`config.mk`:
```
export PLATFORM = sky130hd
export DESIGN_NAME = bounded_linked_list_search_remove_core
export DESIGN_NICKNAME = d
export VERILOG_FILES = /design/src/rtl/core/bllsr_pkg.sv /design/src/rtl/core/bllsr_ram.sv /design/src/rtl/core/bllsr_dp.sv /design/src/rtl/core/bllsr_ctrl.sv /design/src/rtl/core/bounded_linked_list_search_remove_core.sv
export SDC_FILE = /design/constraint.sdc
export NUM_CORES = 1
export LEC_CHECK = 0
export ABC_AREA = 1
export BUFFER_PORTS_ARGS = -buffer_cell sky130_fd_sc_hd__buf_2
export CAP_MARGIN = 20
export CORE_UTILIZATION = 40
export CTS_CLUSTER_SIZE = 28
export DETAILED_ROUTE_END_ITERATION = 12
export GPL_TIMING_DRIVEN = 0
export PLACE_DENSITY = 0.53
export SYNTH_ARGS = -nofsm -noshare
export SYNTH_HDL_FRONTEND = slang
export SYNTH_SLANG_ARGS = --single-unit
```
`constraint.sdc`:
```
create_clock -name clk_i -period 8.9 [get_ports clk_i]
set_input_delay 1.78 -clock clk_i [delete_from_list [all_inputs] [get_ports clk_i]]
set_output_delay 1.78 -clock clk_i [all_outputs]
set_load 0.01 [all_outputs]
```
`src/rtl/core/bllsr_pkg.sv`:
```
// Shared types and codes for the bounded linked list search/remove core.
package bllsr_pkg;

  localparam int unsigned ValueW = 32;
  localparam int unsigned KindW  = 2;
  localparam int unsigned StatW  = 2;

  // Operation codes
  localparam logic [KindW-1:0] KIND_INSERT = 2'd0;
  localparam logic [KindW-1:0] KIND_SEARCH = 2'd1;
  localparam logic [KindW-1:0] KIND_REMOVE = 2'd2;

  // Result status codes
  localparam logic [StatW-1:0] ST_OK        = 2'd0;
  localparam logic [StatW-1:0] ST_NOT_FOUND = 2'd1;
  localparam logic [StatW-1:0] ST_FULL      = 2'd2;

  // Source of the node store read address
  typedef enum logic [1:0] {
    RD_HEAD = 2'd0,
    RD_FREE = 2'd1,
    RD_LINK = 2'd2
  } rd_src_e;

  typedef enum logic [4:0] {
    S_IDLE    = 5'b00001,
    S_INSERT  = 5'b00010,
    S_WALK    = 5'b00100,
    S_RELEASE = 5'b01000,
    S_FINISH  = 5'b10000
  } state_e;

  typedef struct packed {
    logic             start;
    logic             rd_en;
    rd_src_e          rd_src;
    logic             step;
    logic             insert;
    logic             unlink;
    logic             release_node;
    logic             set_res;
    logic [StatW-1:0] res;
    logic             load_out;
  } bllsr_cmd_t;

  typedef struct packed {
    logic [KindW-1:0] kind;
    logic             full;
    logic             head_null;
    logic             match;
    logic             next_null;
  } bllsr_stat_t;

endpackage

```
`src/rtl/core/bllsr_ram.sv`:
```
// Generic simple dual-port RAM, one write and one registered read port.
module bllsr_ram #(
  parameter  int unsigned Width = 32,
  parameter  int unsigned Depth = 16,
  localparam int unsigned AddrW = (Depth > 1) ? $clog2(Depth) : 1
) (
  input  logic             clk_i,
  input  logic             we_i,
  input  logic [AddrW-1:0] waddr_i,
  input  logic [Width-1:0] wdata_i,
  input  logic             re_i,
  input  logic [AddrW-1:0] raddr_i,
  output logic [Width-1:0] rdata_o
);

  logic [Width-1:0] mem_q [Depth];
  logic [Width-1:0] rdata_q;

  always_ff @(posedge clk_i) begin
    if (we_i) begin
      mem_q[waddr_i] <= wdata_i;
    end
    if (re_i) begin
      rdata_q <= mem_q[raddr_i];
    end
  end

  assign rdata_o = rdata_q;

endmodule

```
`src/rtl/core/bllsr_dp.sv`:
```
// Datapath: node store, list head, free list and result registers.
module bllsr_dp #(
  parameter  int unsigned DEPTH = 16,
  localparam int unsigned CntW  = $clog2(DEPTH + 1)
) (
  input  logic                                clk_i,
  input  logic                                rst_ni,
  input  bllsr_pkg::bllsr_cmd_t               cmd_i,
  input  logic [bllsr_pkg::KindW-1:0]         kind_i,
  input  logic signed [bllsr_pkg::ValueW-1:0] value_i,
  output bllsr_pkg::bllsr_stat_t              stat_o,
  output logic [bllsr_pkg::StatW-1:0]         status_o,
  output logic [CntW-1:0]                     count_o
);
  import bllsr_pkg::*;

  localparam int unsigned AddrW = (DEPTH > 1) ? $clog2(DEPTH) : 1;
  localparam logic [CntW-1:0] NullIdx = CntW'(DEPTH);

  // Control state
  logic [CntW-1:0] head_q, head_d;
  logic [CntW-1:0] free_q, free_d;   // head of the free slot chain
  logic [CntW-1:0] fill_q, fill_d;   // slots below this have been used once
  logic [CntW-1:0] count_q, count_d;

  // Per-item working registers
  logic [KindW-1:0]  kind_q;
  logic [ValueW-1:0] value_q;
  logic [CntW-1:0]   cur_q;
  logic [CntW-1:0]   prev_q;
  logic [StatW-1:0]  res_q;
  logic [StatW-1:0]  out_status_q;
  logic [CntW-1:0]   out_count_q;

  logic [CntW-1:0]   slot;
  logic [CntW-1:0]   rd_idx;
  logic              rd_en;
  logic [ValueW-1:0] val_rd;
  logic [CntW-1:0]   lnk_rd;
  logic              lnk_we;
  logic [CntW-1:0]   lnk_waddr;
  logic [CntW-1:0]   lnk_wdata;

  assign slot = (free_q != NullIdx) ? free_q : fill_q;

  always_comb begin
    case (cmd_i.rd_src)
      RD_HEAD: rd_idx = head_q;
      RD_FREE: rd_idx = free_q;
      RD_LINK: rd_idx = lnk_rd;
      default: rd_idx = head_q;
    endcase
  end

  assign rd_en = cmd_i.rd_en && (rd_idx != NullIdx);

  always_comb begin
    lnk_we    = 1'b0;
    lnk_waddr = slot;
    lnk_wdata = head_q;
    if (cmd_i.insert) begin
      lnk_we = 1'b1;
    end else if (cmd_i.unlink && (prev_q != NullIdx)) begin
      lnk_we    = 1'b1;
      lnk_waddr = prev_q;
      lnk_wdata = lnk_rd;
    end else if (cmd_i.release_node) begin
      // freed node joins the free chain
      lnk_we    = 1'b1;
      lnk_waddr = cur_q;
      lnk_wdata = free_q;
    end
  end

  bllsr_ram #(
    .Width (ValueW),
    .Depth (DEPTH)
  ) u_val_ram (
    .clk_i   (clk_i),
    .we_i    (cmd_i.insert),
    .waddr_i (slot[AddrW-1:0]),
    .wdata_i (value_q),
    .re_i    (rd_en),
    .raddr_i (rd_idx[AddrW-1:0]),
    .rdata_o (val_rd)
  );

  bllsr_ram #(
    .Width (CntW),
    .Depth (DEPTH)
  ) u_lnk_ram (
    .clk_i   (clk_i),
    .we_i    (lnk_we),
    .waddr_i (lnk_waddr[AddrW-1:0]),
    .wdata_i (lnk_wdata),
    .re_i    (rd_en),
    .raddr_i (rd_idx[AddrW-1:0]),
    .rdata_o (lnk_rd)
  );

  always_comb begin
    head_d  = head_q;
    free_d  = free_q;
    fill_d  = fill_q;
    count_d = count_q;
    if (cmd_i.insert) begin
      head_d  = slot;
      count_d = count_q + CntW'(1);
      if (free_q != NullIdx) begin
        free_d = lnk_rd;   // link of the popped free slot, read on accept
      end else begin
        fill_d = fill_q + CntW'(1);
      end
    end
    if (cmd_i.unlink && (prev_q == NullIdx)) begin
      head_d = lnk_rd;
    end
    if (cmd_i.release_node) begin
      free_d  = cur_q;
      count_d = count_q - CntW'(1);
    end
  end

  always_ff @(posedge clk_i or negedge rst_ni) begin
    if (!rst_ni) begin
      head_q  <= NullIdx;
      free_q  <= NullIdx;
      fill_q  <= '0;
      count_q <= '0;
    end else begin
      head_q  <= head_d;
      free_q  <= free_d;
      fill_q  <= fill_d;
      count_q <= count_d;
    end
  end

  always_ff @(posedge clk_i) begin
    if (cmd_i.start) begin
      kind_q  <= kind_i;
      value_q <= value_i;
      cur_q   <= head_q;
      prev_q  <= NullIdx;
    end else if (cmd_i.step) begin
      prev_q <= cur_q;
      cur_q  <= lnk_rd;
    end
    if (cmd_i.set_res) begin
      res_q <= cmd_i.res;
    end
    if (cmd_i.load_out) begin
      out_status_q <= res_q;
      out_count_q  <= count_q;
    end
  end

  assign stat_o.kind      = kind_q;
  assign stat_o.full      = (count_q == CntW'(DEPTH));
  assign stat_o.head_null = (head_q == NullIdx);
  assign stat_o.match     = (val_rd == value_q);
  assign stat_o.next_null = (lnk_rd == NullIdx);

  assign status_o = out_status_q;
  assign count_o  = out_count_q;

endmodule

```
`src/rtl/core/bllsr_ctrl.sv`:
```
// Controller: sequences insert, walk and unlink, and owns both handshakes.
module bllsr_ctrl (
  input  logic                        clk_i,
  input  logic                        rst_ni,
  input  logic                        in_valid_i,
  input  logic [bllsr_pkg::KindW-1:0] kind_i,
  output logic                        in_stall_o,
  output logic                        out_valid_o,
  input  logic                        out_stall_i,
  input  bllsr_pkg::bllsr_stat_t      stat_i,
  output bllsr_pkg::bllsr_cmd_t       cmd_o
);
  import bllsr_pkg::*;

  state_e state_q, state_d;
  logic   out_valid_q, out_valid_d;
  logic   out_free;

  assign out_free = !out_valid_q || !out_stall_i;

  always_comb begin
    state_d     = state_q;
    out_valid_d = out_valid_q && out_stall_i;
    cmd_o       = '0;
    cmd_o.rd_src = RD_HEAD;
    cmd_o.res    = ST_OK;
    in_stall_o  = 1'b1;

    case (state_q)
      S_IDLE: begin
        in_stall_o = 1'b0;
        if (in_valid_i) begin
          cmd_o.start = 1'b1;
          case (kind_i)
            KIND_INSERT: begin
              if (stat_i.full) begin
                cmd_o.set_res = 1'b1;
                cmd_o.res     = ST_FULL;
                state_d       = S_FINISH;
              end else begin
                // fetch the free chain link; unused when the chain is empty
                cmd_o.rd_en  = 1'b1;
                cmd_o.rd_src = RD_FREE;
                state_d      = S_INSERT;
              end
            end
            KIND_SEARCH, KIND_REMOVE: begin
              if (stat_i.head_null) begin
                cmd_o.set_res = 1'b1;
                cmd_o.res     = ST_NOT_FOUND;
                state_d       = S_FINISH;
              end else begin
                cmd_o.rd_en  = 1'b1;
                cmd_o.rd_src = RD_HEAD;
                state_d      = S_WALK;
              end
            end
            default: begin
              cmd_o.set_res = 1'b1;
              cmd_o.res     = ST_OK;
              state_d       = S_FINISH;
            end
          endcase
        end
      end
      S_INSERT: begin
        cmd_o.insert  = 1'b1;
        cmd_o.set_res = 1'b1;
        cmd_o.res     = ST_OK;
        state_d       = S_FINISH;
      end
      S_WALK: begin
        if (stat_i.match) begin
          if (stat_i.kind == KIND_REMOVE) begin
            cmd_o.unlink = 1'b1;
            state_d      = S_RELEASE;
          end else begin
            cmd_o.set_res = 1'b1;
            cmd_o.res     = ST_OK;
            state_d       = S_FINISH;
          end
        end else if (stat_i.next_null) begin
          cmd_o.set_res = 1'b1;
          cmd_o.res     = ST_NOT_FOUND;
          state_d       = S_FINISH;
        end else begin
          // next address comes straight from the link just read
          cmd_o.step   = 1'b1;
          cmd_o.rd_en  = 1'b1;
          cmd_o.rd_src = RD_LINK;
        end
      end
      S_RELEASE: begin
        cmd_o.release_node = 1'b1;
        cmd_o.set_res      = 1'b1;
        cmd_o.res          = ST_OK;
        state_d            = S_FINISH;
      end
      S_FINISH: begin
        if (out_free) begin
          cmd_o.load_out = 1'b1;
          out_valid_d    = 1'b1;
          state_d        = S_IDLE;
        end
      end
      default: begin
        state_d = S_IDLE;
      end
    endcase
  end

  always_ff @(posedge clk_i or negedge rst_ni) begin
    if (!rst_ni) begin
      state_q     <= S_IDLE;
      out_valid_q <= 1'b0;
    end else begin
      state_q     <= state_d;
      out_valid_q <= out_valid_d;
    end
  end

  assign out_valid_o = out_valid_q;

endmodule

```
`src/rtl/core/bounded_linked_list_search_remove_core.sv`:
```
// Bounded linked list core: insert at head, search, and remove first match.
//
// Input channel (in_valid_i / in_stall_o) carries one word: kind_i selects
// insert (0), search (1) or remove (2); kind 3 is a no-op. value_i is the
// 32-bit value, compared as a raw bit pattern. Each word yields exactly one
// output word (out_valid_o / out_stall_i): status_o (0 ok/found, 1 not
// found, 2 full) and count_o, the number of values held afterwards.
// From accept to result: a full store, an empty list or a no-op goes
// straight to the finish state; an insert passes the insert state first; a
// search walks its nodes first, and a remove that matches adds a release step.
// The walk follows the link memory one node per cycle, each read address
// taken from the link read the cycle before. One word is in flight at a
// time; the next word is accepted the cycle after the previous result is
// loaded, even while that result still sits in the output register.
// A stalled result holds; the block then finishes its current word and
// waits. Reset empties the list at once (no clearing pass); the node
// memories need no initialization.
module bounded_linked_list_search_remove_core #(
  parameter  int unsigned DEPTH = 16,
  localparam int unsigned CntW  = $clog2(DEPTH + 1)
) (
  input  logic                                clk_i,
  input  logic                                rst_ni,
  input  logic                                in_valid_i,
  output logic                                in_stall_o,
  input  logic [bllsr_pkg::KindW-1:0]         kind_i,
  input  logic signed [bllsr_pkg::ValueW-1:0] value_i,
  output logic                                out_valid_o,
  input  logic                                out_stall_i,
  output logic [bllsr_pkg::StatW-1:0]         status_o,
  output logic [CntW-1:0]                     count_o
);
  import bllsr_pkg::*;

  bllsr_cmd_t  cmd;
  bllsr_stat_t stat;

  bllsr_ctrl u_ctrl (
    .clk_i       (clk_i),
    .rst_ni      (rst_ni),
    .in_valid_i  (in_valid_i),
    .kind_i      (kind_i),
    .in_stall_o  (in_stall_o),
    .out_valid_o (out_valid_o),
    .out_stall_i (out_stall_i),
    .stat_i      (stat),
    .cmd_o       (cmd)
  );

  bllsr_dp #(
    .DEPTH (DEPTH)
  ) u_dp (
    .clk_i    (clk_i),
    .rst_ni   (rst_ni),
    .cmd_i    (cmd),
    .kind_i   (kind_i),
    .value_i  (value_i),
    .stat_o   (stat),
    .status_o (status_o),
    .count_o  (count_o)
  );

  // A full refusal always reports a full store
  a_full_count: assert property (@(posedge clk_i) disable iff (!rst_ni)
    out_valid_o && (status_o == ST_FULL) |-> (count_o == CntW'(DEPTH)))
    else $error("full status with count below depth");

  // An accepted word keeps the block busy in the next cycle
  a_busy_after_accept: assert property (@(posedge clk_i) disable iff (!rst_ni)
    in_valid_i && !in_stall_o |=> in_stall_o)
    else $error("block idle right after accept");

  // Unlinking a node is always followed by releasing it
  a_unlink_release: assert property (@(posedge clk_i) disable iff (!rst_ni)
    cmd.unlink |=> cmd.release_node)
    else $error("unlinked node not released");

  // Count never exceeds the store size
  a_count_bound: assert property (@(posedge clk_i) disable iff (!rst_ni)
    out_valid_o |-> (count_o <= CntW'(DEPTH)))
    else $error("count above depth");

endmodule
```
---- After elaboration in Yosys (flattened, before gate mapping) ----
Memories as Yosys holds them, arrays and structs flattened. A register that Yosys moved wholly into a read port is not among the register bits.
Cells that the tools add are included.
operators by class
  $add $sub $neg .......................... 3
  eq/ne operators ......................... 21
  multiplexer cells ....................... 60
  bitwise logic cells ..................... 1
  reductions and logical operators ........ 17
operators by type and width
  operator                                                                count
  5-bit two-way mux                                                       20
  32-bit equality test                                                    1
  5-bit equality test (second input constant)                             5
  3-bit two-way mux                                                       8
  4-bit two-way mux                                                       6
  5-bit one-hot mux with 2 select lines                                   2
  5-bit one-hot mux with 4 select lines                                   1
  1-bit two-way mux                                                       19
  3-bit one-hot mux with 2 select lines                                   3
  5-bit != test (second input constant)                                   3
  5-bit by 1-bit adder with 5-bit output (second input constant)          2
  3-bit one-hot mux with 3 select lines                                   1
  2-bit nonzero test                                                      4
  2-bit equality test (second input constant)                             3
  5-bit by 1-bit equality test with 1-bit output (second input constant)  1
  5-bit by 2-bit equality test with 1-bit output (second input constant)  1
  5-bit by 3-bit equality test with 1-bit output (second input constant)  1
  5-bit by 4-bit equality test with 1-bit output (second input constant)  1
  5-bit by 1-bit subtractor with 5-bit output (second input constant)     1
  2-bit by 1-bit equality test with 1-bit output (second input constant)  2
  1-bit logical AND                                                       4
  2-bit AND reduction                                                     2
  2-bit OR reduction                                                      2
  3-bit != test (second input constant)                                   1
  other kinds (7)                                                         8
word-level totals
  register bits ........................... 79
  bits in writable memories ............... 592
  input bits .............................. 38
  output and inout bits ................... 9
  logic and storage cells ................. 117
  memories ................................ 2
memories
  memory                depth  bits a word  read ports  clocked after Yosys merged registers in  wr ports  RTL line         source
  u_dp.u_val_ram.mem_q  16     32           1           1                                        1         bllsr_ram.sv:16  logic [Width-1:0] mem_q [Depth];
  u_dp.u_lnk_ram.mem_q  16     5            1           1                                        1         bllsr_ram.sv:16

---- Longest topological paths before layout ----
Gate-level depths: netlist of run 1.
  word-level depth ........................ 9
  gate-level depth with buffers ........... 23
  mapped depth without buffers ............ 21

---- Modules after synthesis ----
A second synthesis of run 1 with hierarchy kept.
second synthesis, totals
  cells, all modules ...................... 3,057
  area total of the unflattened synthesis .. 31,380.1 um2
by module, submodules not included
  module                       instances  cells each  area an instance (um2)  seq. area each (um2)
  bllsr_ram at u_dp.u_val_ram  1          2,120       23,050.9                16,335.7
  bllsr_dp                     1          507         4,042.6                 2,044.5
  bllsr_ram at u_dp.u_lnk_ram  1          355         3,783.6                 2,552.4
  bllsr_ctrl                   1          75          503.0                   151.4

---- Least setup slack after synthesis of run 1 ----
Ideal clock, no wire load.
  path type ............................... input -> register
  start point ............................. input port in_valid_i
  end point ............................... register u_dp.u_lnk_ram.rdata_q[0], in the netlist u_dp.u_lnk_ram.rdata_o[0], read port of u_dp.u_lnk_ram.mem_q, enable pin
  setup time .............................. 444 ps
  arrival ................................. 5,179 ps
  data required time ...................... 8,456 ps
  setup slack ............................. 3,278 ps
  stages .................................. 12
  buffers on the path ..................... 2
  cell sequence ........................... inv_1 -> nor2_4 -> clkinv_1 -> nor2_1 -> ha_1 -> nand2_1 -> nand2_4 -> inv_4 -> buf_4 -> clkbuf_1 -> nor4_1 -> a21oi_1
on the way
  word-level cells in the longest chain between the ends .. 6
  elaborated cells on any way between the ends .. 7
  those cells by class .................... 3 x eq/ne; 3 x mux; 1 x reduce/logical
ends and longest elaborated chain
  element                                                                                RTL line                                      source
  start, declared                                                                        bounded_linked_list_search_remove_core.sv:24  input logic in_valid_i,
  4-bit two-way mux *                                                                    bllsr_ctrl.sv:32                              if (in_valid_i) begin
  3-bit one-hot mux with 2 select lines *                                                bllsr_ctrl.sv:29                              case (state_q)
  2-bit equality test or 2-bit by 1-bit equality test with 1-bit output (tied branches)  bllsr_dp.sv:47                                case (cmd_i.rd_src)
  5-bit one-hot mux with 2 select lines                                                  bllsr_dp.sv:47
  5-bit != test                                                                          bllsr_dp.sv:55                                assign rd_en = cmd_i.rd_en && (rd_idx != NullIdx);
  1-bit logical AND *                                                                    bllsr_dp.sv:55
  net u_dp.rd_en                                                                         bllsr_dp.sv:37                                logic rd_en;
  end, declared                                                                          bllsr_ram.sv:17                               logic [Width-1:0] rdata_q;
The timed path passes the listed nets; every way through them passes the cells marked *.
A chain may end at the register's enable or synchronous reset.

---- Worst setup path in the final report of run 1 ----
  start point ............................. register u_dp.value_q[21]
  end point ............................... register u_dp.u_val_ram.rdata_q[15], in the netlist u_dp.u_val_ram.rdata_o[15], read port of u_dp.u_val_ram.mem_q, enable pin
on the way
  word-level cells in the longest chain between the ends .. 7
  elaborated cells on any way between the ends .. 8
  those cells by class .................... 4 x eq/ne; 3 x mux; 1 x reduce/logical
ends and longest elaborated chain
  element                                                                                RTL line          source
  start, declared                                                                        bllsr_dp.sv:28    logic [ValueW-1:0] value_q;
  start signal, assigned                                                                 bllsr_dp.sv:141   value_q <= value_i;
  32-bit equality test *                                                                 bllsr_dp.sv:160   assign stat_o.match = (val_rd == value_q);
  4-bit two-way mux *                                                                    bllsr_ctrl.sv:73  if (stat_i.match) begin
  3-bit one-hot mux with 2 select lines *                                                bllsr_ctrl.sv:29
  2-bit equality test or 2-bit by 1-bit equality test with 1-bit output (tied branches)  bllsr_dp.sv:47
  5-bit one-hot mux with 2 select lines                                                  bllsr_dp.sv:47
  5-bit != test                                                                          bllsr_dp.sv:55
  1-bit logical AND *                                                                    bllsr_dp.sv:55
  net u_dp.rd_en                                                                         bllsr_dp.sv:37
  end, declared                                                                          bllsr_ram.sv:17
Marks and branches as above.

==> flow_summary.yaml, run 1 <==
sta:
  clock.fmax_mhz: 180
  fin_crit_sh: 0.623
  final_hold_viol_count: 0
  fin_ws_ns: 3.36
  period_needed_ns: 5.54
  tightest_slew_ns: 0.984
  relSlewSlack: 0.344
  tns_ns: 0
  maxSlewViolCount: 0
  setup_viol: 0
  skew_ns: 0.0289
  rsz0062_at_grt: "no"
floorplanning:
  die_area_sq_um: 73000
  die_height_microns: 270
  core-area_sq_um: 70600
  initial_core_util: 0.407
  rows: 97
  io_pins: 47
  die_x_microns: 270
power:
  power_frac_seq: 0.380
  p_leak_uw: 0.0113
  power_uw: 11400
  p_sw_frac: 0.401
  p_per_area_nw_per_um2: 345
  clkPwrFrac: 0.265
  p_int_uw: 6840
  power_frac_comb: 0.355
  vdd_drop_max_mv: 0.217
  power_switching_uw: 4580
cts:
  clock-sinks: 708
  cts-root-buf: "clkbuf_16"
  cts_buffer_depth: 3
  cts_buffers: 75
  path_clk_slew_ns: 0.06
  cts_setup_buffers: 0
  htree_levels: 3
  cts-resized-gates: 0
  cts_tree: "yes"
  insertion_delay_ns: 0.64
  cts_hold_buf: 0
synthesis:
  yosysUniqueCellTypes: 44
  syn_avg_cell_area_sq_um: 12.4
  ys.flop_type: "edfxtp_1"
  synth_edf_count: 677
  ys_ff_latch: 708
  seq_area_frac_synth: 0.733
  syn_inst: 2314
  yosys_warnings: 0
  syn-num-nets: 2361
  async_reset_ff_frac: 0.0367
  syn-cell-area_sq_um: 28800
grt:
  grt_start_max_net_pins: 27
  grt_overflow_total: 0
  antenna_found_initial: 2
  grt_pass1_wl_microns: 125000
  grt_util_all_layers: 0.235
  grt_pass1_vias: 18600
setup_path:
  crit_arrival_ns: 5.86
  cp_common_cell: "nand2_1"
  critPathSlowestCell: "edfxtp_1"
  setup.worst_path.start_class: "register"
  cp_cell_sequence: "inv_1 -> nand2_1 -> nand2_1 -> nor2_1 -> nand2_1 -> nor2_1 -> nand2_1 -> nor2_4 -> inv_1 -> nand3_1 -> buf_4 -> ha_1 -> nand2_1 -> nand2_4 -> inv_4 -> buf_4 -> clkbuf_1 -> nor4_1 -> a21oi_4 -> buf_12"
  cp-end-kind: "register"
  required_ns: 9.22
  cpPeakStageDelay_ns: 0.78
  crit_path_max_fanout: 20
  crit_type: "register to register"
status:
  outcome: "complete, no violations"
drt:
  via_per_inst: 5.54
  vias: 19100
  drt_iter0_drc: 1920
  firstDrtPassIters: 7
  wl_microns: 85800
  ant_nets: 0
  drc_errors: 0
  wl_per_cell_microns: 24.8
final_layout:
  drive_gt1_frac: 0.104
  final_common_cell: "edfxtp_1"
  final_nets: 2507
  layout_common_cells: "edfxtp_1, nor2_1, o21ai_0"
  area_delta_synth_final_pct: 14.9
  fill_cells: 6407
  n_antenna_cell: 0
place:
  dp_slack_ns: 3.13
  port_buffers: 46
  dp_hpwl_microns: 58000
  gp_congestion: 0.894
worst_hold_path:
  holdCritPathClass: "register to register"
flow_run:
  cap_violations: 0
[power groups by stage]
stage	clock, uW	sequential (uW)	combinational, uW
3_3_place_gp	0	4420	3890
5_1_grt	3180	4370	4380
4_1_cts	3070	4340	4020
6_report	3020	4340	4060
2_1_floorplan	0	4320	2310
3_5_place_dp	0	4410	4000
[registers in the layout, indices dropped and copies added (netlist names)]
signal                  cells
u_dp.u_val_ram.mem_q      512
u_dp.u_lnk_ram.mem_q       80
u_dp.u_val_ram.rdata_o     32
u_dp.value_q               32
u_ctrl.state_q              5
u_dp.count_o                5
u_dp.count_q                5
u_dp.cur_q                  5
u_dp.fill_q                 5
u_dp.free_q                 5
u_dp.head_q                 5
u_dp.prev_q                 5
u_dp.u_lnk_ram.rdata_o      5
u_dp.kind_q                 2
u_dp.res_q                  2
u_dp.status_o               2
u_ctrl.out_valid_o          1
[cells by family after synthesis]
| kind of cell | Yosys count | synth area share |
|---|---|---|
| flops | 708 | 0.733 |
| fa+ha+maj | 9 | 0.00417 |
| compound gates | 525 | 0.106 |
| mux | 1 | 0.000391 |
| simple gates | 794 | 0.115 |
| xor+xnor | 21 | 0.00639 |
| buf+inv | 256 | 0.0357 |
[final timing paths]
path	slack, ns	cells after the start	from	end
max	3.36	20	u_dp.value_q[21]	u_dp.u_val_ram.rdata_o[15]
min	0.46	0	u_dp.res_q[0]	u_dp.status_o[0]
max reg2reg	3.36	20	u_dp.value_q[21]	u_dp.u_val_ram.rdata_o[15]
min reg2reg	0.46	0	u_dp.res_q[0]	u_dp.status_o[0]
max in group asynchronous	7.32	1	rst_ni	u_dp.count_q[4]
min in group asynchronous	1.17	1	rst_ni	u_dp.head_q[0]
[metrics by stage]
stage	instances	hold WS, ns	util	area (sq um)
after global placement	3300	0.446	0.427	30200
after floorplan	2314	0.400	-	28800
after global routing	3455	0.463	0.468	33100
after detailed placement	3323	0.443	0.435	30700
final	3455	0.456	0.468	33100
after CTS	3455	0.456	0.468	33100
[Yosys cell counts (2+ instances only)]
cell type | n | area (sq um)
xnor2_1 | 11 | 96.3
nand4_1 | 5 | 31.3
inv_2 | 9 | 33.8
buf_4 | 5 | 37.5
dfrtp_1 | 23 | 576
nand2_4 | 2 | 22.5
nand3_1 | 79 | 395
xor2_1 | 10 | 87.6
buf_1 | 5 | 18.8
nand2_1 | 290 | 1090
nand3_2 | 4 | 40.0
nand4_4 | 2 | 42.5
o311ai_0 | 2 | 17.5
dfstp_2 | 3 | 78.8
nor2_1 | 387 | 1450
inv_1 | 126 | 473
o21ai_0 | 333 | 1670
nand2_2 | 9 | 56.3
clkinv_1 | 2 | 7.51
nor3_1 | 3 | 15.0
clkbuf_1 | 76 | 285
a21oi_1 | 8 | 40.0
nor2_4 | 3 | 33.8
buf_2 | 31 | 155
o221ai_1 | 63 | 552
ha_1 | 8 | 100
o22ai_1 | 88 | 551
o211ai_1 | 18 | 135
edfxtp_1 | 677 | 20300
dfxtp_1 | 5 | 100
nor4_4 | 3 | 63.8
nor2_2 | 4 | 25.0
o21ai_1 | 9 | 45.0
[layout make-up]
type                            count  area [sq um]  share of cell area
Sequential cell                   708         21100               0.637
Multi-Input combinational cell   1350          6800               0.206
Clock buffer                       99          2000              0.0604
Tap cell                          940          1180              0.0356
Timing Repair Buffer               69           647              0.0196
Inverter                          138           520              0.0157
Buffer                            118           508              0.0154
Clock inverter                     33           339              0.0103
[critical path, delay by kind of cell, from the launching register on]
kind,cells,cell delay [ns]
and+or+nand+nor,11,1.73
buffers and inverters,7,1.68
DFF,1,0.78
AOI/OAI and AO/OA,1,0.70
adders and majority gates,1,0.27
[routing by layer]
layer / up-vias / share of wire / GRT usage
li1: 8641 / - / -
met1: 9532 / 0.42 / 0.318
met2: 771 / 0.46 / 0.374
met3: 184 / 0.074 / 0.0429
met4: 4 / 0.041 / 0.0937
met5: - / 0.00034 / 0
Power figures use the tool's default switching activity.
==> run 2: changes to the inputs <==
Clock period 8.9 ns to 5.7 ns, I/O delays scaled along.
==> flow_summary.yaml, run 2 (synthesis results as in run 1) <==
sta:
  rsz0062_at_grt: "no"
  skew_ns: 0.0281
  maxSlewViolCount: 0
  final_hold_viol_count: 0
  clock.fmax_mhz: 192
  relSlewSlack: 0.344
  fin_crit_sh: 0.915
  tightest_slew_ns: 0.985
  period_needed_ns: 5.21
  setup_viol: 0
grt:
  gr-max-usage-layer: "met2"
  grt.met1_usage: 0.318
  grt_use_met3: 0.0429
  grt_overflow_total: 0
  grt_pass1_wl_microns: 125000
  antenna_found_initial: 2
  grt_util_all_layers: 0.235
  grt_pass1_vias: 18600
  grt_start_max_net_pins: 27
  grtUsageMet2: 0.374
floorplanning:
  core-area_sq_um: 70600
  rows: 97
  io_pins: 47
  initial_core_util: 0.407
  die_height_microns: 270
  die_x_microns: 270
  die_area_sq_um: 73000
final_layout:
  stdcell_area_sq_um: 33100
  reg_top3: "u_dp.u_val_ram.mem_q (512), u_dp.u_lnk_ram.mem_q (80)"
  layout_common_cells: "edfxtp_1, nor2_1, o21ai_0"
  seq_area_sq_um: 21100
  n_antenna_cell: 0
  multi_input_comb_area_sq_um: 6800
  final_nets: 2508
  area_delta_synth_final_pct: 15.0
  largest_reg_flops: 512
  fill_cells: 6406
  drive_gt1_frac: 0.104
  top_register: "u_dp.u_val_ram.mem_q"
  final_common_cell: "edfxtp_1"
power:
  power_switching_uw: 7150
  p_per_area_nw_per_um2: 539
  p_leak_uw: 0.0113
  p_int_uw: 10700
  p_sw_frac: 0.401
  clkPwrFrac: 0.264
  power_frac_comb: 0.356
  power_uw: 17800
  power_frac_seq: 0.380
  vdd_drop_max_mv: 0.341
drt:
  wl_per_cell_microns: 24.8
  drc_errors: 0
  firstDrtPassIters: 5
  wl_microns: 85800
  via_per_inst: 5.53
  drt_iter0_drc: 1975
  ant_nets: 0
  vias: 19100
cts:
  cts-root-buf: "clkbuf_16"
  cts_setup_buffers: 0
  path_clk_slew_ns: 0.06
  cts_tree: "yes"
  cts-resized-gates: 0
  insertion_delay_ns: 0.64
  cts_buffer_depth: 3
  cts_buffers: 75
  clock-sinks: 708
  htree_levels: 3
  cts_hold_buf: 0
place:
  gp_congestion: 0.894
  port_buffers: 46
  place_area_sq_um: 30700
  dp_hpwl_microns: 58000
setup_path:
  setup.worst_path.start_class: "register"
  critPathLaunch: "u_dp.value_q[21]"
  rr_startpoint: "u_dp.value_q[21]"
  crit_arrival_ns: 5.69
  crit_path_max_fanout: 19
  crit_type: "register to register"
  required_ns: 6.17
  cp-end-kind: "register"
flow_run:
  cap_violations: 0
worst_hold_path:
  holdCritPathClass: "register to register"
  min-delay-start: "u_dp.res_q[0]"
status:
  outcome: "complete, no violations"
==> run 2: cell types whose count changed in the layout (fill, tap and decap cells not counted), sizes merged <==
cell	before	now
buf	111	112
==> run 2: path summary, 6_finish.rpt <==
path,end,slack [ns],cells past startpoint
max in group asynchronous,u_dp.count_q[4],4.76,1
setup / recovery,u_dp.u_lnk_ram.rdata_o[4],0.49,21
hold / removal,u_dp.status_o[0],0.46,0
min in group asynchronous,u_dp.head_q[0],0.53,1
hold reg to reg,u_dp.status_o[0],0.46,0
setup reg to reg,u_dp.u_lnk_ram.rdata_o[4],0.49,21
==> run 2: routing by layer <==
| layer | part of all wire | wire length (microns) |
|---|---|---|
| met1 | 0.42 | 36400 |
| met2 | 0.46 | 39800 |
| met3 | 0.072 | 6140 |
| met4 | 0.040 | 3440 |
| met5 | 0.00034 | 29 |
==> run 2: power groups by stage <==
stage	clock network (uW)	logic, uW	registers [uW]
floorplan	0	3610	6740
global placement	0	6070	6890
detailed placement	0	6250	6880
CTS	4790	6270	6780
global route	4970	6860	6830
finish	4720	6350	6780
==> run 2: area by class of cell <==
class	instances	area share
buffer	118	0.0154
clock buffer	99	0.0604
clock inverter	33	0.0102
inverter	138	0.0157
multi-input combinational	1350	0.205
sequential	708	0.637
tap	940	0.0355
timing repair buffer	70	0.0202
==> run 2: critical path: stages (launching register included) <==
cell and delay (ns):
edfxtp_1 0.80, inv_1 0.13, nand2_1 0.08, nand2_1 0.05, nor2_1 0.20, nand2_1 0.15, nor2_1 0.22, nand2_1 0.13
nor2_4 0.22, inv_1 0.10, nand3_1 0.17, buf_4 0.22, ha_1 0.28, inv_2 0.16, nand3_2 0.10, o21ai_2 0.13
buf_2 0.35, clkbuf_1 0.74, o21ai_0 0.25, o221ai_1 0.24, nand3_1 0.16, nand3_1 0.16
==> run 2: per-stage QoR <==
| stage | TNS (ns) | worst slack, ns | hold slack [ns] | cells | util |
|---|---|---|---|---|---|
| final | 0 | 0.486 | 0.456 | 3456 | 0.469 |
| after global routing | 0 | 0.214 | 0.463 | 3456 | 0.469 |
| after CTS | 0 | 0.0913 | 0.456 | 3455 | 0.468 |
| after detailed placement | 0 | 0.111 | 0.443 | 3323 | 0.435 |
| after global placement | -95.66 | -2.59 | 0.446 | 3300 | 0.427 |
| after floorplan | 0 | 0.718 | 0.400 | 2314 | - |
==> run 3: changes to the inputs <==
Settings changed: ABC_AREA 1 to not set.
==> flow_summary.yaml, run 3 <==
setup_path:
  critPathLaunch: "u_dp.value_q[8]"
  crit_type: "register to register"
  crit_path_max_fanout: 14
  rrSetupSlack_ns: 0.41
  setup.worst_path.start_class: "register"
  rr_startpoint: "u_dp.value_q[8]"
  crit_arrival_ns: 5.61
  required_ns: 6.02
  cp-end-kind: "register"
place:
  gp_congestion: 0.842
  port_buffers: 46
  dp_hpwl_microns: 42300
  dp_cells: 2333
grt:
  grt_overflow_total: 0
  grt_pass1_vias: 14300
  antenna_found_initial: 0
  grt_start_max_net_pins: 27
  grt_pass1_wl_microns: 96900
  grt_util_all_layers: 0.193
drt:
  via_per_inst: 5.52
  ant_nets: 0
  wl_per_cell_microns: 26.3
  drt_iter0_drc: 1237
  wl_microns: 66500
  drc_errors: 0
  firstDrtPassIters: 4
  vias: 13900
synthesis:
  ys.flop_type: "edfxtp_1"
  seq_area_frac_synth: 0.763
  synth_edf_count: 677
  yosys-top-cells-count: "edfxtp_1, mux4_2, a21oi_1"
  synthTopCellsByArea: "edfxtp_1, mux4_2, dfrtp_1"
  syn_inst: 1370
  yosysUniqueCellTypes: 50
  yosysMostFrequentCell: "edfxtp_1"
  synth_top_area_cell: "edfxtp_1"
  ys_ff_latch: 708
  async_reset_ff_frac: 0.0367
  yosys_warnings: 0
  syn_avg_cell_area_sq_um: 20.2
  synth_top_area_share: 0.736
  syn-cell-area_sq_um: 27600
  syn-num-nets: 1417
sta:
  rsz0062_at_grt: "no"
  clock.fmax_mhz: 189
  fin_crit_sh: 0.929
  relSlewSlack: 0.427
  maxSlewViolCount: 0
  setup_viol: 0
  skew_ns: 0.0260
  final_hold_viol_count: 0
  period_needed_ns: 5.29
  tightest_slew_ns: 0.859
final_layout:
  largest_reg_flops: 512
  fin_util: 0.475
  final_cells: 2527
  layout_common_cells: "edfxtp_1, mux4_2, clkbuf_16"
  top_register: "u_dp.u_val_ram.mem_q"
  reg_top3: "u_dp.u_val_ram.mem_q (512), u_dp.u_lnk_ram.mem_q (80)"
  fill_cells: 5749
  area_delta_synth_final_pct: 17.7
  final_nets: 1634
  drive_gt1_frac: 0.283
  final_common_cell: "edfxtp_1"
  n_antenna_cell: 0
floorplanning:
  die_height_microns: 265
  die_x_microns: 265
  initial_core_util: 0.404
  die_area_sq_um: 70200
  core-area_sq_um: 68500
  rows: 96
  io_pins: 47
power:
  power_switching_uw: 4040
  power_frac_seq: 0.461
  power_uw: 14100
  p_sw_frac: 0.286
  vdd_drop_max_mv: 0.274
  clkPwrFrac: 0.326
  p_int_uw: 10100
  p_leak_uw: 0.0108
  power_frac_comb: 0.213
  p_per_area_nw_per_um2: 435
flow_run:
  cap_violations: 0
cts:
  htree_levels: 3
  cts_tree: "yes"
  cts_buffers: 77
  clock-sinks: 708
  path_clk_slew_ns: 0.06
  cts-root-buf: "clkbuf_16"
  cts_buffer_depth: 3
  insertion_delay_ns: 0.61
worst_hold_path:
  holdCritPathClass: "register to register"
  min-delay-start: "u_dp.res_q[0]"
status:
  outcome: "complete, no violations"
## run 3: critical path, stage by stage, from the launching register on
cell and delay (ns):
edfxtp_1 0.35, buf_4 0.19, xor2_1 0.54, nor4_1 0.15
nand4_1 0.12, buf_4 0.16, nor2_1 0.10, or3_1 0.48
inv_1 0.23, ha_1 0.29, a22oi_1 0.11, o21ai_2 0.37
clkbuf_1 0.56, clkbuf_2 0.55, mux4_2 0.40, mux2i_1 0.25
a21oi_1 0.14
## run 3: area by class of cell
cell class | count | area [sq um] | share of cell area
Sequential cell | 708 | 21100 | 0.648
Multi-Input combinational cell | 588 | 6430 | 0.198
Clock buffer | 100 | 2060 | 0.0632
Timing Repair Buffer | 139 | 1250 | 0.0384
Tap cell | 882 | 1100 | 0.0339
Buffer | 62 | 319 | 0.00980
Clock inverter | 37 | 255 | 0.00784
Inverter | 11 | 41.3 | 0.00127
## run 3: per-stage QoR
stage	setup slack [ns]	cell area [sq um]	setup TNS [ns]	hold WS, ns
after CTS	-0.00174	32000	-0.00174	0.423
after floorplan	0.413	27600	0	0.400
after global placement	-4.39	29000	-225.97	0.412
after detailed placement	-1.89	29600	-126.92	0.410
final	0.406	32500	0	0.423
after global routing	0.167	32500	0	0.443
## run 3: worst paths after layout
kind,endpoint,depth (start not counted)
min in group asynchronous,u_ctrl.state_q[3],1
hold / removal,u_dp.status_o[0],0
max in group asynchronous,u_dp.head_q[4],1
hold reg to reg,u_dp.status_o[0],0
setup / recovery,u_dp.u_val_ram.rdata_o[3],16
setup reg to reg,u_dp.u_val_ram.rdata_o[3],16
## run 3: timing repair
item                       CTS  global route
pin swaps                    2             1
resized for setup           31             6
hold buffers                 0             0
buffers inserted             5            52
setup endpoints to repair   74            62
## run 3: layer usage
layer / vias to the layer above / wire length [microns] / GRT usage
met5: - / 0 / 0
met4: 0 / 1320 / 0.0547
met3: 82 / 3150 / 0.0311
met2: 366 / 32500 / 0.317
met1: 7415 / 29500 / 0.266
li1: 6077 / - / -
## run 3: kinds of logic after synthesis
family	share of synthesized area
AOI/OAI and AO/OA	0.0348
xor gates and xnor gates	0.0127
adders and majority gates	0.00435
buffers and inverters	0.0112
DFF	0.763
muxes	0.136
and+or+nand+nor	0.0379
## run 3: power groups by stage
stage          clock (uW)  combinational (uW)  sequential (uW)
3_3_place_gp            0                2650             6730
2_1_floorplan           0                1790             6590
4_1_cts              4740                2820             6630
6_report             4610                3010             6530
5_1_grt              4930                3250             6550
3_5_place_dp            0                2760             6740
